File: src/rtl/msa_pkg.sv
// ----------------------------------------------------------------------------
// Machine set allocator package
// Shared widths, operation codes, controller states and channel structs.
// ----------------------------------------------------------------------------
package msa_pkg;

    // Field widths fixed by the interface.
    localparam int MSA_ID_W  = 6;
    localparam int MSA_CNT_W = 7;

    // Default number of machines and the widest ID span the fields can name.
    localparam int MSA_MACHINE_COUNT = 64;
    localparam int MSA_MAX_SPAN      = 64;

    // Operation codes.
    localparam logic [2:0] OP_INSERT   = 3'd0;
    localparam logic [2:0] OP_REMOVE   = 3'd1;
    localparam logic [2:0] OP_TAKE     = 3'd2;
    localparam logic [2:0] OP_BIGGEST  = 3'd3;
    localparam logic [2:0] OP_CONTAINS = 3'd4;
    localparam logic [2:0] OP_INDEX    = 3'd5;

    // Controller states.
    typedef enum logic [1:0] {
        ST_IDLE,
        ST_UPDATE,
        ST_SCAN,
        ST_REPLY
    } msa_state_t;

    // One request.
    typedef struct packed {
        logic [2:0]           operation;
        logic [MSA_ID_W-1:0]  range_low;
        logic [MSA_ID_W-1:0]  range_high;
        logic [MSA_CNT_W-1:0] count;
    } msa_req_t;

    // One result.
    typedef struct packed {
        logic [MSA_ID_W-1:0]  interval_low;
        logic [MSA_ID_W-1:0]  interval_high;
        logic                 found;
        logic                 is_member;
        logic [MSA_ID_W-1:0]  element_id;
        logic [MSA_CNT_W-1:0] set_size;
        logic                 error;
        logic                 last;
    } msa_rsp_t;

    // Controls from the sequencer to the bitmap ring.
    typedef struct packed {
        logic advance;
        logic new_bit;
    } msa_ring_ctl_t;

    // Status from the bitmap ring to the sequencer.
    typedef struct packed {
        logic bit_cur;
        logic bit_next;
        logic at_last;
    } msa_ring_stat_t;

endpackage

File: src/rtl/msa_ring.sv
// ----------------------------------------------------------------------------
// Machine set allocator bitmap ring
// Membership bitmap held as a circular shift register that rotates one bit
// per advance, with a counter tracking the ID of the bit at the output tap.
// ----------------------------------------------------------------------------
module msa_ring
    import msa_pkg::*;
#(
    parameter int ID_SPAN = MSA_MAX_SPAN
)
(
    input  logic                       clk,
    input  logic                       rst_n,
    input  msa_ring_ctl_t              ctl,
    output msa_ring_stat_t             stat,
    output logic [$clog2(ID_SPAN)-1:0] pos
);

    localparam int POS_W = $clog2(ID_SPAN);

    logic [ID_SPAN-1:0] bitmap_reg;
    logic [ID_SPAN-1:0] bitmap_next;
    logic [POS_W-1:0]   pos_reg;
    logic [POS_W-1:0]   pos_next;
    logic               at_last;

    // The tap shows the current ID and looks one ID ahead.
    assign at_last       = (pos_reg == POS_W'(ID_SPAN - 1));
    assign stat.bit_cur  = bitmap_reg[0];
    assign stat.bit_next = bitmap_reg[1];
    assign stat.at_last  = at_last;
    assign pos           = pos_reg;

    // Rotation: the tapped bit leaves, its (possibly rewritten) value re-enters at the top.
    always_comb
    begin
        bitmap_next = bitmap_reg;
        pos_next    = pos_reg;
        if (ctl.advance)
        begin
            bitmap_next = {ctl.new_bit, bitmap_reg[ID_SPAN-1:1]};
            pos_next    = at_last ? '0 : pos_reg + 1'b1;
        end
    end

    // The set is empty after reset.
    always_ff @(posedge clk or negedge rst_n)
    begin
        if (!rst_n)
        begin
            bitmap_reg <= '0;
            pos_reg    <= '0;
        end
        else
        begin
            bitmap_reg <= bitmap_next;
            pos_reg    <= pos_next;
        end
    end

endmodule

File: src/rtl/machine_set_allocator.sv
// ----------------------------------------------------------------------------
// Machine set allocator
// Keeps a set of machine IDs as a bitmap and serves insert, remove,
// take-first, biggest-interval, contains and index requests.
// ----------------------------------------------------------------------------
// Timing: the bitmap sits in a ring that rotates one ID per cycle during each
// turn, held only while a take-first interval waits for the output register,
// so every request is handled bit-serially. Each request first makes one full
// turn of the ring (ID_SPAN IDs, ID_SPAN = min(MACHINE_COUNT, 64)) that applies
// any insert or remove and counts the members. Take-first, biggest-interval and
// index requests that are not settled by the count make a second full turn.
// Insert, remove, contains and requests settled by the count present their
// result once the first turn ends, biggest-interval and index once the second
// turn ends. Take-first presents its intervals during the second turn. A final
// result waits while the consumer holds off an earlier result that still
// blocks the output register. A new request is taken once the final result
// has been loaded (after the second turn for take-first), even while the last
// result of the previous request still waits in the output register.
module machine_set_allocator
    import msa_pkg::*;
#(
    parameter int MACHINE_COUNT = MSA_MACHINE_COUNT
)
(
    input  logic     clk,
    input  logic     rst_n,
    input  logic     req_valid,
    output logic     req_ready,
    input  msa_req_t req,
    output logic     rsp_valid,
    input  logic     rsp_ready,
    output msa_rsp_t rsp
);

    localparam int ID_SPAN = (MACHINE_COUNT < MSA_MAX_SPAN) ? MACHINE_COUNT : MSA_MAX_SPAN;
    localparam int POS_W   = $clog2(ID_SPAN);

    msa_state_t           state_reg, state_next;
    msa_req_t             req_reg, req_next;
    logic [MSA_CNT_W-1:0] size_reg, size_next;
    logic                 member_reg, member_next;
    logic [MSA_CNT_W-1:0] tally_reg, tally_next;
    logic                 run_active_reg, run_active_next;
    logic [MSA_ID_W-1:0]  run_start_reg, run_start_next;
    logic [MSA_CNT_W-1:0] run_len_reg, run_len_next;
    logic [MSA_ID_W-1:0]  best_lo_reg, best_lo_next;
    logic [MSA_ID_W-1:0]  best_hi_reg, best_hi_next;
    logic [MSA_CNT_W-1:0] best_len_reg, best_len_next;
    logic                 got_reg, got_next;
    logic [MSA_ID_W-1:0]  elem_reg, elem_next;
    logic                 rsp_valid_reg, rsp_valid_next;
    msa_rsp_t             rsp_reg;

    msa_ring_ctl_t        ring_ctl;
    msa_ring_stat_t       ring_stat;
    logic [POS_W-1:0]     pos;

    logic [MSA_ID_W-1:0]  id_cur;
    logic                 slot_free;
    logic                 in_range;
    logic [MSA_CNT_W-1:0] size_fin;
    logic [MSA_CNT_W-1:0] tally_inc;
    logic [MSA_CNT_W-1:0] cur_len;
    logic [MSA_ID_W-1:0]  cur_start;
    logic                 run_end;
    logic                 rsp_load;
    msa_rsp_t             rsp_load_data;

    // Bitmap ring.
    msa_ring #(
        .ID_SPAN (ID_SPAN)
    ) u_ring (
        .clk   (clk),
        .rst_n (rst_n),
        .ctl   (ring_ctl),
        .stat  (ring_stat),
        .pos   (pos)
    );

    // Shared per-bit quantities.
    assign id_cur    = MSA_ID_W'(pos);
    assign slot_free = !rsp_valid_reg || rsp_ready;
    assign in_range  = (req_reg.range_low <= req_reg.range_high)
                    && (req_reg.range_low <= id_cur)
                    && (id_cur <= req_reg.range_high);
    assign tally_inc = tally_reg + 1'b1;
    assign cur_len   = run_active_reg ? run_len_reg + 1'b1 : MSA_CNT_W'(1);
    assign cur_start = run_active_reg ? run_start_reg : id_cur;
    assign run_end   = !ring_stat.bit_next || ring_stat.at_last;

    // Sequencer: next state, datapath updates and result composition.
    always_comb
    begin
        state_next       = state_reg;
        req_next         = req_reg;
        size_next        = size_reg;
        member_next      = member_reg;
        tally_next       = tally_reg;
        run_active_next  = run_active_reg;
        run_start_next   = run_start_reg;
        run_len_next     = run_len_reg;
        best_lo_next     = best_lo_reg;
        best_hi_next     = best_hi_reg;
        best_len_next    = best_len_reg;
        got_next         = got_reg;
        elem_next        = elem_reg;
        ring_ctl.advance = 1'b0;
        ring_ctl.new_bit = ring_stat.bit_cur;
        size_fin         = size_reg;
        rsp_load         = 1'b0;
        rsp_load_data    = '0;

        case (state_reg)
            ST_IDLE:
            begin
                if (req_valid)
                begin
                    req_next    = req;
                    size_next   = '0;
                    member_next = 1'b0;
                    state_next  = ST_UPDATE;
                end
            end

            // First turn: apply insert or remove, count members, test one ID.
            ST_UPDATE:
            begin
                ring_ctl.advance = 1'b1;
                if ((req_reg.operation inside {OP_INSERT, OP_REMOVE}) && in_range)
                begin
                    ring_ctl.new_bit = (req_reg.operation == OP_INSERT);
                end
                size_fin  = size_reg + MSA_CNT_W'(ring_ctl.new_bit);
                size_next = size_fin;
                if (id_cur == req_reg.range_low)
                begin
                    member_next = ring_stat.bit_cur;
                end
                tally_next      = '0;
                run_active_next = 1'b0;
                run_len_next    = '0;
                best_len_next   = '0;
                best_lo_next    = '0;
                best_hi_next    = '0;
                got_next        = 1'b0;
                if (ring_stat.at_last)
                begin
                    state_next = ST_REPLY;
                    case (req_reg.operation)
                        OP_TAKE:
                        begin
                            if ((req_reg.count <= size_fin) && (req_reg.count != '0))
                            begin
                                state_next = ST_SCAN;
                            end
                        end
                        OP_BIGGEST:
                        begin
                            state_next = ST_SCAN;
                        end
                        OP_INDEX:
                        begin
                            if (req_reg.count < size_fin)
                            begin
                                state_next = ST_SCAN;
                            end
                        end
                        default:
                        begin
                            state_next = ST_REPLY;
                        end
                    endcase
                end
            end

            // Second turn: walk the members in ascending order.
            ST_SCAN:
            begin
                ring_ctl.advance = 1'b1;
                case (req_reg.operation)
                    OP_TAKE:
                    begin
                        if (ring_stat.bit_cur && (tally_reg < req_reg.count))
                        begin
                            // A run closes at a gap, at the top ID, or when enough are taken.
                            if (run_end || (tally_inc == req_reg.count))
                            begin
                                if (slot_free)
                                begin
                                    rsp_load                    = 1'b1;
                                    rsp_load_data.interval_low  = cur_start;
                                    rsp_load_data.interval_high = id_cur;
                                    rsp_load_data.found         = 1'b1;
                                    rsp_load_data.set_size      = size_reg;
                                    rsp_load_data.last          = (tally_inc == req_reg.count);
                                    run_active_next             = 1'b0;
                                    tally_next                  = tally_inc;
                                end
                                else
                                begin
                                    ring_ctl.advance = 1'b0;
                                end
                            end
                            else
                            begin
                                run_active_next = 1'b1;
                                run_start_next  = cur_start;
                                tally_next      = tally_inc;
                            end
                        end
                    end
                    OP_BIGGEST:
                    begin
                        if (ring_stat.bit_cur)
                        begin
                            run_active_next = !run_end;
                            run_start_next  = cur_start;
                            run_len_next    = cur_len;
                            // Only a strictly longer run replaces the best, so the first one wins.
                            if (run_end && (cur_len > best_len_reg))
                            begin
                                best_len_next = cur_len;
                                best_lo_next  = cur_start;
                                best_hi_next  = id_cur;
                            end
                        end
                    end
                    default:
                    begin
                        // Index: count members until the wanted position.
                        if (ring_stat.bit_cur)
                        begin
                            if ((tally_reg == req_reg.count) && !got_reg)
                            begin
                                got_next  = 1'b1;
                                elem_next = id_cur;
                            end
                            tally_next = tally_inc;
                        end
                    end
                endcase
                if (ring_ctl.advance && ring_stat.at_last)
                begin
                    state_next = (req_reg.operation == OP_TAKE) ? ST_IDLE : ST_REPLY;
                end
            end

            // Single final result.
            ST_REPLY:
            begin
                rsp_load_data.set_size = size_reg;
                rsp_load_data.last     = 1'b1;
                case (req_reg.operation)
                    OP_TAKE:
                    begin
                        rsp_load_data.error = (req_reg.count > size_reg);
                    end
                    OP_BIGGEST:
                    begin
                        rsp_load_data.found         = (best_len_reg != '0);
                        rsp_load_data.interval_low  = best_lo_reg;
                        rsp_load_data.interval_high = best_hi_reg;
                    end
                    OP_CONTAINS:
                    begin
                        rsp_load_data.is_member = member_reg;
                    end
                    OP_INDEX:
                    begin
                        rsp_load_data.error = (req_reg.count >= size_reg);
                        if (req_reg.count < size_reg)
                        begin
                            rsp_load_data.found      = 1'b1;
                            rsp_load_data.element_id = elem_reg;
                        end
                    end
                    default:
                    begin
                        rsp_load_data.error = 1'b0;
                    end
                endcase
                if (slot_free)
                begin
                    rsp_load   = 1'b1;
                    state_next = ST_IDLE;
                end
            end

            default:
            begin
                state_next = ST_IDLE;
            end
        endcase
    end

    // Output register valid flag.
    always_comb
    begin
        rsp_valid_next = rsp_valid_reg;
        if (rsp_load)
        begin
            rsp_valid_next = 1'b1;
        end
        else if (rsp_ready)
        begin
            rsp_valid_next = 1'b0;
        end
    end

    // Control registers.
    always_ff @(posedge clk or negedge rst_n)
    begin
        if (!rst_n)
        begin
            state_reg     <= ST_IDLE;
            rsp_valid_reg <= 1'b0;
        end
        else
        begin
            state_reg     <= state_next;
            rsp_valid_reg <= rsp_valid_next;
        end
    end

    // Datapath registers.
    always_ff @(posedge clk)
    begin
        req_reg        <= req_next;
        size_reg       <= size_next;
        member_reg     <= member_next;
        tally_reg      <= tally_next;
        run_active_reg <= run_active_next;
        run_start_reg  <= run_start_next;
        run_len_reg    <= run_len_next;
        best_lo_reg    <= best_lo_next;
        best_hi_reg    <= best_hi_next;
        best_len_reg   <= best_len_next;
        got_reg        <= got_next;
        elem_reg       <= elem_next;
        if (rsp_load)
        begin
            rsp_reg <= rsp_load_data;
        end
    end

    assign req_ready = (state_reg == ST_IDLE);
    assign rsp_valid = rsp_valid_reg;
    assign rsp       = rsp_reg;

endmodule

File: config.mk
export PLATFORM = sky130hd
export DESIGN_NAME = machine_set_allocator
export DESIGN_NICKNAME = d
export VERILOG_FILES = /design/src/rtl/msa_pkg.sv /design/src/rtl/msa_ring.sv /design/src/rtl/machine_set_allocator.sv
export SDC_FILE = /design/constraint.sdc
export NUM_CORES = 1
export LEC_CHECK = 0
export BUFFER_PORTS_ARGS = -buffer_cell sky130_fd_sc_hd__buf_4
export CORE_MARGIN = 1
export CORE_UTILIZATION = 32
export CTS_BUF_LIST = sky130_fd_sc_hd__clkbuf_8
export CTS_CLUSTER_DIAMETER = 200
export CTS_CLUSTER_SIZE = 12
export DETAILED_ROUTE_END_ITERATION = 7
export HOLD_SLACK_MARGIN = 0.06
export SYNTH_ARGS = -nofsm -noshare
export SYNTH_HDL_FRONTEND = slang
export SYNTH_HIERARCHICAL = 1
export SYNTH_SLANG_ARGS = --single-unit
export TNS_END_PERCENT = 100
File: constraint.sdc
create_clock -name clk -period 3.5 [get_ports clk]
set_input_delay 0 -clock clk [delete_from_list [all_inputs] [get_ports clk]]
set_output_delay 0 -clock clk [all_outputs]
set_load 0.005 [all_outputs]
==> impl_metrics.py, run 1 <==
metrics = {
    "clock_tree": {
        "clock-sinks": 179,
        "cts_tree": "built",
        "numCtsBuffers": 17,
        "cts_buffer_depth": 2,
        "cts_root_buffer": "clkbuf_8",
        "htreeDepth": 4,
        "cts.reportedPaths.clkPinSlew_ns": 0.10,
        "insertion_delay_ns": 0.46,
    },
    "timing": {
        "fin_setup_tns_ns": -0.381,
        "worstMarginPinSlew_ns": 0.919,
        "slew_viol_final": 0,
        "setup_slack_ns": -0.381,
        "setup_viol": 1,
        "min_period_ns": 3.88,
        "whs_ns": 0.120,
        "finalHoldViolations": 0,
        "finalCritPeriodShare": 1.11,
        "rsz0062_at_grt": "yes",
        "slew_headroom": 0.387,
        "fmax_mhz": 258,
        "fin_worst_skew_ns": 0.0145,
    },
    "yosys": {
        "avgSynthCellArea_sq_um": 13.2,
        "netlist_instances": 644,
        "syn_nets": 725,
        "synth_edf_count": 106,
        "yosysSeqAreaShare": 0.588,
        "syn-cell-area_sq_mm": 0.00852,
        "ys.flop_type": "edfxtp_1",
        "ys_seq_elements": 179,
        "yosysWarnings": 6,
        "async_flop_share": 0.408,
        "synth_cell_types": 58,
    },
    "layout": {
        "layout_commonest_cell": "edfxtp_1",
        "area_growth_pct": 20.3,
        "largest_reg_flops": 64,
        "finalNetCount": 836,
        "num_antenna_cells": 0,
        "layout-drive-gt1-share": 0.272,
        "final_cell_mix": "edfxtp_1 (106), buf_4 (88), dfrtp_1 (72), mux2_2 (66), ha_1 (53)",
        "nFillCells": 2511,
    },
    "place": {
        "globalplace.congestion": 0.800,
        "dp_hpwl_mm": 11.8,
        "portBuffers": 56,
    },
    "worst_hold_path": {
        "hold_class": "in2reg",
        "hp-start": "rsp_ready",
        "holdPathEnd": "rsp_valid",
        "holdPathStages": 3,
    },
    "setup_path": {
        "ff2ff_path_depth": 20,
        "slowest_delay_ns": 0.39,
        "cp-start-kind": "flop",
        "cp_slowest_cell": "edfxtp_1",
        "cp.arrival_ns": 4.23,
        "cp-end-kind": "flop",
        "worstPathCellList": "inv_2 -> ha_1 -> nor2b_1 -> o21a_1 -> o211ai_1 -> a21oi_2 -> nor4_2 -> buf_4 -> mux2i_4 -> ha_2 -> buf_4 -> nand4_1 -> xnor2_2 -> ha_1 -> nand4_1 -> nor2_1 -> o21ai_0 -> o31ai_1 -> a21oi_1 -> o32a_1",
        "crit_type": "reg2reg",
        "reg2reg_setup_slack_ns": -0.38,
        "worstPathMaxFanout": 3,
        "r2r_start": "req_reg[8]",
        "cp.required_ns": 3.85,
        "worstReg2RegEnd": "state_reg[0]",
    },
    "routing": {
        "firstDrtPassIters": 4,
        "wl_met1_mm": 7.42,
        "drc": 0,
        "final_antenna_net_count": 0,
        "drtIter0Drc": 289,
        "vias_per_cell": 4.77,
        "wire_per_inst_microns": 15.1,
        "vias": 5257,
        "wirelength_mm": 16.7,
        "wl_met2_mm": 8.27,
        "routed-wl-met3_microns": 684,
        "topRoutingLayerUsed": "met4",
    },
    "power_and_ir_drop": {
        "power.density_mw_per_mm2": 373,
        "p_total_mw": 3.82,
        "p_leak_nw": 4.23,
        "ir_worst_vdd_uv": 245,
    },
    "global_routing": {
        "grt_pass1_vias": 5207,
        "grt_max_degree": 74,
        "grtUsageTotal": 0.129,
        "grt_overflow": 0,
        "antenna_found_initial": 0,
        "grt_pass1_wl_mm": 26.9,
    },
    "outcome": {
        "status": "finished with violations",
        "violations": "negative setup slack",
    },
    "die": {
        "coreArea_sq_mm": 0.0261,
        "dieArea_sq_mm": 0.0273,
        "initial_core_util": 0.327,
        "rows": 59,
        "die_x_microns": 165,
        "die_h_microns": 165,
        "io_pins": 57,
    },
    "run": {
        "drv_cap": 0,
    },
}
==> how the worst max path moves through the flow <==
stage | start | end | slack, ns | cells after the start
after floorplan | u_ring/pos[1] | state_reg[0] | 0.01 | 18
after global routing | req_reg[8] | state_reg[0] | -0.62 | 20
after global placement | req_reg[8] | state_reg[0] | -0.31 | 19
final | req_reg[8] | state_reg[0] | -0.38 | 20
after detailed placement | req_reg[8] | state_reg[0] | -0.37 | 19
after CTS | u_ring/pos[1] | state_reg[0] | -0.23 | 19
==> what timing repair did <==
| item | CTS | global route |
|---|---|---|
| setup endpoints to repair | 1 | 1 |
| hold buffers | 25 | 0 |
| pin swaps | 6 | 9 |
| hold endpoints to repair | 96 | 0 |
| setup buffers | 2 | 0 |
| resized for setup | 8 | 6 |
==> area by class of cell <==
type                    instances  area (sq um)  share of cell area
multi-input cells             392          3240               0.316
well taps                     335           419              0.0409
clock inverters                15           209              0.0204
inverters                      50           188              0.0183
repair buffers                115           951              0.0928
clock buffers                  17           234              0.0228
flip-flops and latches        179          5010               0.489
==> Yosys cell counts, types with 11 or more instances <==
master      n  share of area
edfxtp_1  106           0.37
dfrtp_1    73           0.21
mux2_2     66          0.087
ha_1       55          0.081
inv_1      49          0.022
nor2_1     38          0.017
nand2_1    20         0.0088
xnor2_1    20          0.021
a21oi_1    17          0.010
and2_1     17          0.012
nand3_1    16         0.0094
o21ai_0    14         0.0082
a22o_1     13          0.013
nand4_1    12         0.0088
o21a_1     12          0.011
nor2b_1    11         0.0081
==> report_power, final <==
group / switching (mW) / total, mW / internal (mW) / leakage (nW)
Clock: 0.853 / 1.54 / 0.687 / 0.225
Sequential: 0 / 2.22 / 2.22 / 1.83
Combinational: 0.0249 / 0.0599 / 0.0349 / 2.18
==> stage by stage <==
step            util  cell area (sq um)  std cells  setup slack, ns
2_1_floorplan      -               8520        644           0.0110
3_3_place_gp   0.364               9500       1044           -0.309
3_5_place_dp   0.364               9500       1044           -0.371
4_1_cts        0.393              10200       1103           -0.230
5_1_grt        0.393              10300       1103           -0.622
6_report       0.393              10300       1103           -0.381
==> per-layer routing <==
layer | vias to the layer above | GRT usage
li1 | 2560 | -
met1 | 2587 | 0.162
met2 | 90 | 0.218
met3 | 20 | 0.0257
met4 | 0 | 0.0467
met5 | - | 0
==> kinds of logic after synthesis <==
family	count (synthesis)	synth area share
mux	74	0.0966
buf+inv	73	0.0398
fa+ha+maj	55	0.0808
xor+xnor	24	0.0247
simple gates	147	0.0932
flops	179	0.588
compound gates	92	0.0771
==> worst max-delay path: cells and delay by family, from the launching register on <==
kind                       cells  cell delay, ns
xor gates and xnor gates       1            0.19
DFF                            1            0.39
muxes                          1            0.24
adders and majority gates      3            0.77
and+or+nand+nor                5            0.76
AOI/OAI and AO/OA              7            1.04
buffers and inverters          3            0.37
(Power assumes the default switching activity.)
==> run 2: changes to the inputs <==
--- a/config.mk
+++ b/config.mk
@@ -5,7 +5,7 @@
 export SDC_FILE = /design/constraint.sdc
 export NUM_CORES = 1
 export LEC_CHECK = 0
-export BUFFER_PORTS_ARGS = -buffer_cell sky130_fd_sc_hd__buf_4
+export BUFFER_PORTS_ARGS = -buffer_cell sky130_fd_sc_hd__buf_2
 export CORE_MARGIN = 1
 export CORE_UTILIZATION = 32
 export CTS_BUF_LIST = sky130_fd_sc_hd__clkbuf_8
==> run 2 against run 1 <==
Effect of this change: the flow still finishes with violations (negative setup slack); worst hold slack got worse by 0.017 ns; clock power fell by 8%; clock skew rose by 0.010 ns; die area did not move; cell count barely moved; sequential share of layout area rose by 0.62 points; combinational power fell by 11%; power fell by 3.4%; worst setup slack improved by 0.11 ns; first-iteration DRC count fell by 1.0%; global-route usage fell by 0.30 points; routed wire length fell by 1.7%; critical path type unchanged.
==> impl_metrics.py, run 2 (synthesis results as in run 1) <==
metrics = {
    "outcome": {
        "status": "finished with violations",
        "violations": "negative setup slack",
    },
    "setup_path": {
        "worstPathMaxFanout": 3,
        "cp-start-kind": "flop",
        "slowest_delay_ns": 0.41,
        "worstPathCellList": "ha_1 -> nor2b_1 -> o21a_1 -> o211ai_1 -> a21oi_2 -> nor4_2 -> buf_4 -> mux2i_4 -> ha_4 -> nand2_2 -> xnor2_2 -> ha_1 -> a21o_1 -> a21oi_2 -> nor2b_1 -> o31ai_1 -> a21oi_1 -> o32a_1",
        "cp_top_family": "compound AO/OA/AOI/OAI gates",
        "cp-startpoint": "req_reg[14]",
        "ff2ff_path_depth": 18,
        "cp-end-kind": "flop",
        "crit_buf_inv": 1,
        "r2r_start": "req_reg[14]",
        "cp.required_ns": 3.85,
        "cp.arrival_ns": 4.12,
        "critical_path_depth": 18,
        "cp_slowest_cell": "edfxtp_1",
        "crit_type": "reg2reg",
    },
    "power_and_ir_drop": {
        "p_int_mw": 2.84,
        "ir_worst_vdd_uv": 234,
        "power.switching_mw": 0.847,
        "p_leak_nw": 4.16,
        "p_clk_frac": 0.384,
        "netSwitchingFraction": 0.230,
        "power.density_mw_per_mm2": 364,
        "pwr-share-seq": 0.601,
        "p_comb_frac": 0.014,
    },
    "die": {
        "die_x_microns": 165,
        "rows": 59,
        "coreArea_sq_mm": 0.0261,
        "io_pins": 57,
        "dieArea_sq_mm": 0.0273,
        "die_h_microns": 165,
        "initial_core_util": 0.327,
    },
    "global_routing": {
        "grt_pass1_vias": 5105,
        "antenna_found_initial": 0,
        "grt_pass1_wl_mm": 26.1,
        "grtUsageTotal": 0.126,
        "grt_overflow": 0,
        "grt_max_degree": 40,
    },
    "timing": {
        "finalHoldViolations": 0,
        "min_period_ns": 3.77,
        "slew_headroom": 0.431,
        "rsz0062_at_grt": "yes",
        "setup_viol": 1,
        "setup_slack_ns": -0.274,
        "worstMarginPinSlew_ns": 0.854,
        "fmax_mhz": 265,
        "fin_worst_skew_ns": 0.0246,
        "whs_ns": 0.103,
        "finalCritPeriodShare": 1.08,
        "slew_viol_final": 0,
    },
    "clock_tree": {
        "htreeDepth": 4,
        "numCtsBuffers": 17,
        "cts.reportedPaths.clkPinSlew_ns": 0.10,
        "clock-sinks": 179,
        "insertion_delay_ns": 0.46,
        "cts_buffer_depth": 2,
        "cts_tree": "built",
        "cts_root_buffer": "clkbuf_8",
    },
    "routing": {
        "firstDrtPassIters": 5,
        "final_antenna_net_count": 0,
        "drtIter0Drc": 286,
        "vias": 5246,
        "wire_per_inst_microns": 14.8,
        "drc": 0,
        "wirelength_mm": 16.4,
        "vias_per_cell": 4.75,
    },
    "worst_hold_path": {
        "hold_class": "in2reg",
        "holdPathStages": 4,
        "hp-start": "req_valid",
    },
    "layout": {
        "num_antenna_cells": 0,
        "largest_reg_flops": 64,
        "area_growth_pct": 18.8,
        "fin_area_sq_mm": 0.0101,
        "layout_commonest_cell": "edfxtp_1",
        "layout-drive-gt1-share": 0.278,
        "finalNetCount": 837,
        "final_cell_mix": "edfxtp_1 (106), dfrtp_1 (72), mux2_2 (66), buf_2 (56), ha_1 (53)",
        "final_util": 0.389,
    },
    "place": {
        "portBuffers": 56,
        "placed_area_sq_mm": 0.00940,
        "dp_hpwl_mm": 11.9,
        "globalplace.congestion": 0.842,
    },
    "run": {
        "drv_cap": 0,
    },
}
## run 2: layer usage
| metal | track usage | part of all wire |
|---|---|---|
| met5 | 0 | 0 |
| met4 | 0.0488 | 0.020 |
| met3 | 0.0247 | 0.041 |
| met2 | 0.204 | 0.48 |
| met1 | 0.165 | 0.46 |
## run 2: timing repair
action                                  4_1_cts  5_1_grt
hold buffers                                 23        0
endpoints found under the setup margin        1        1
pin swaps                                     2        5
endpoints found under the hold margin        59        0
setup buffers                                 0        1
gates resized for setup                       8       11
## run 2: per-stage QoR
| stage | setup WS [ns] | power (mW) | cells | TNS, ns |
|---|---|---|---|---|
| finish | -0.274 | 3.69 | 1104 | -0.274 |
| global route | -0.467 | 3.82 | 1104 | -0.467 |
| CTS | -0.257 | 3.74 | 1103 | -0.257 |
| detailed placement | -0.352 | 2.30 | 1048 | -0.352 |
| global placement | -0.338 | 2.30 | 1048 | -0.338 |
| floorplan | 0.0110 | 2.27 | 644 | 0 |
## run 2: path summary, 6_finish.rpt
check	slack [ns]	endpoint
min	0.10	state_reg[0]
max reg2reg	-0.27	state_reg[0]
max in group asynchronous	2.54	u_ring/pos[1]
max	-0.27	state_reg[0]
min reg2reg	0.50	u_ring/bitmap_reg[41]
min in group asynchronous	0.18	u_ring/bitmap_reg[41]
## run 2: power by group through the flow
stage / Combinational (mW) / Clock, mW / Sequential, mW
after CTS: 0.0557 / 1.47 / 2.22
final: 0.0535 / 1.42 / 2.22
after global placement: 0.0363 / 0 / 2.27
after floorplan: 0.000170 / 0 / 2.27
after global routing: 0.0606 / 1.53 / 2.22
after detailed placement: 0.0366 / 0 / 2.27
## run 2: area by class of cell
cell class	count	area, sq um
sequential	179	5010
inverter	50	188
fill	2494	15900
clock inverter	15	168
multi-input combinational	392	3280
tap	335	419
clock buffer	17	234
timing repair buffer	116	826
## run 2: worst register-to-register path: cells and delay by family (launching register included)
kind	cells	cell delay [ns]
AND/OR/NAND/NOR	4	0.51
multiplexers	1	0.30
flip-flops	1	0.41
AO/OA/AOI/OAI	8	1.35
adder cells (fa/ha/maj)	3	0.78
buffers and inverters	1	0.17
XOR/XNOR	1	0.15
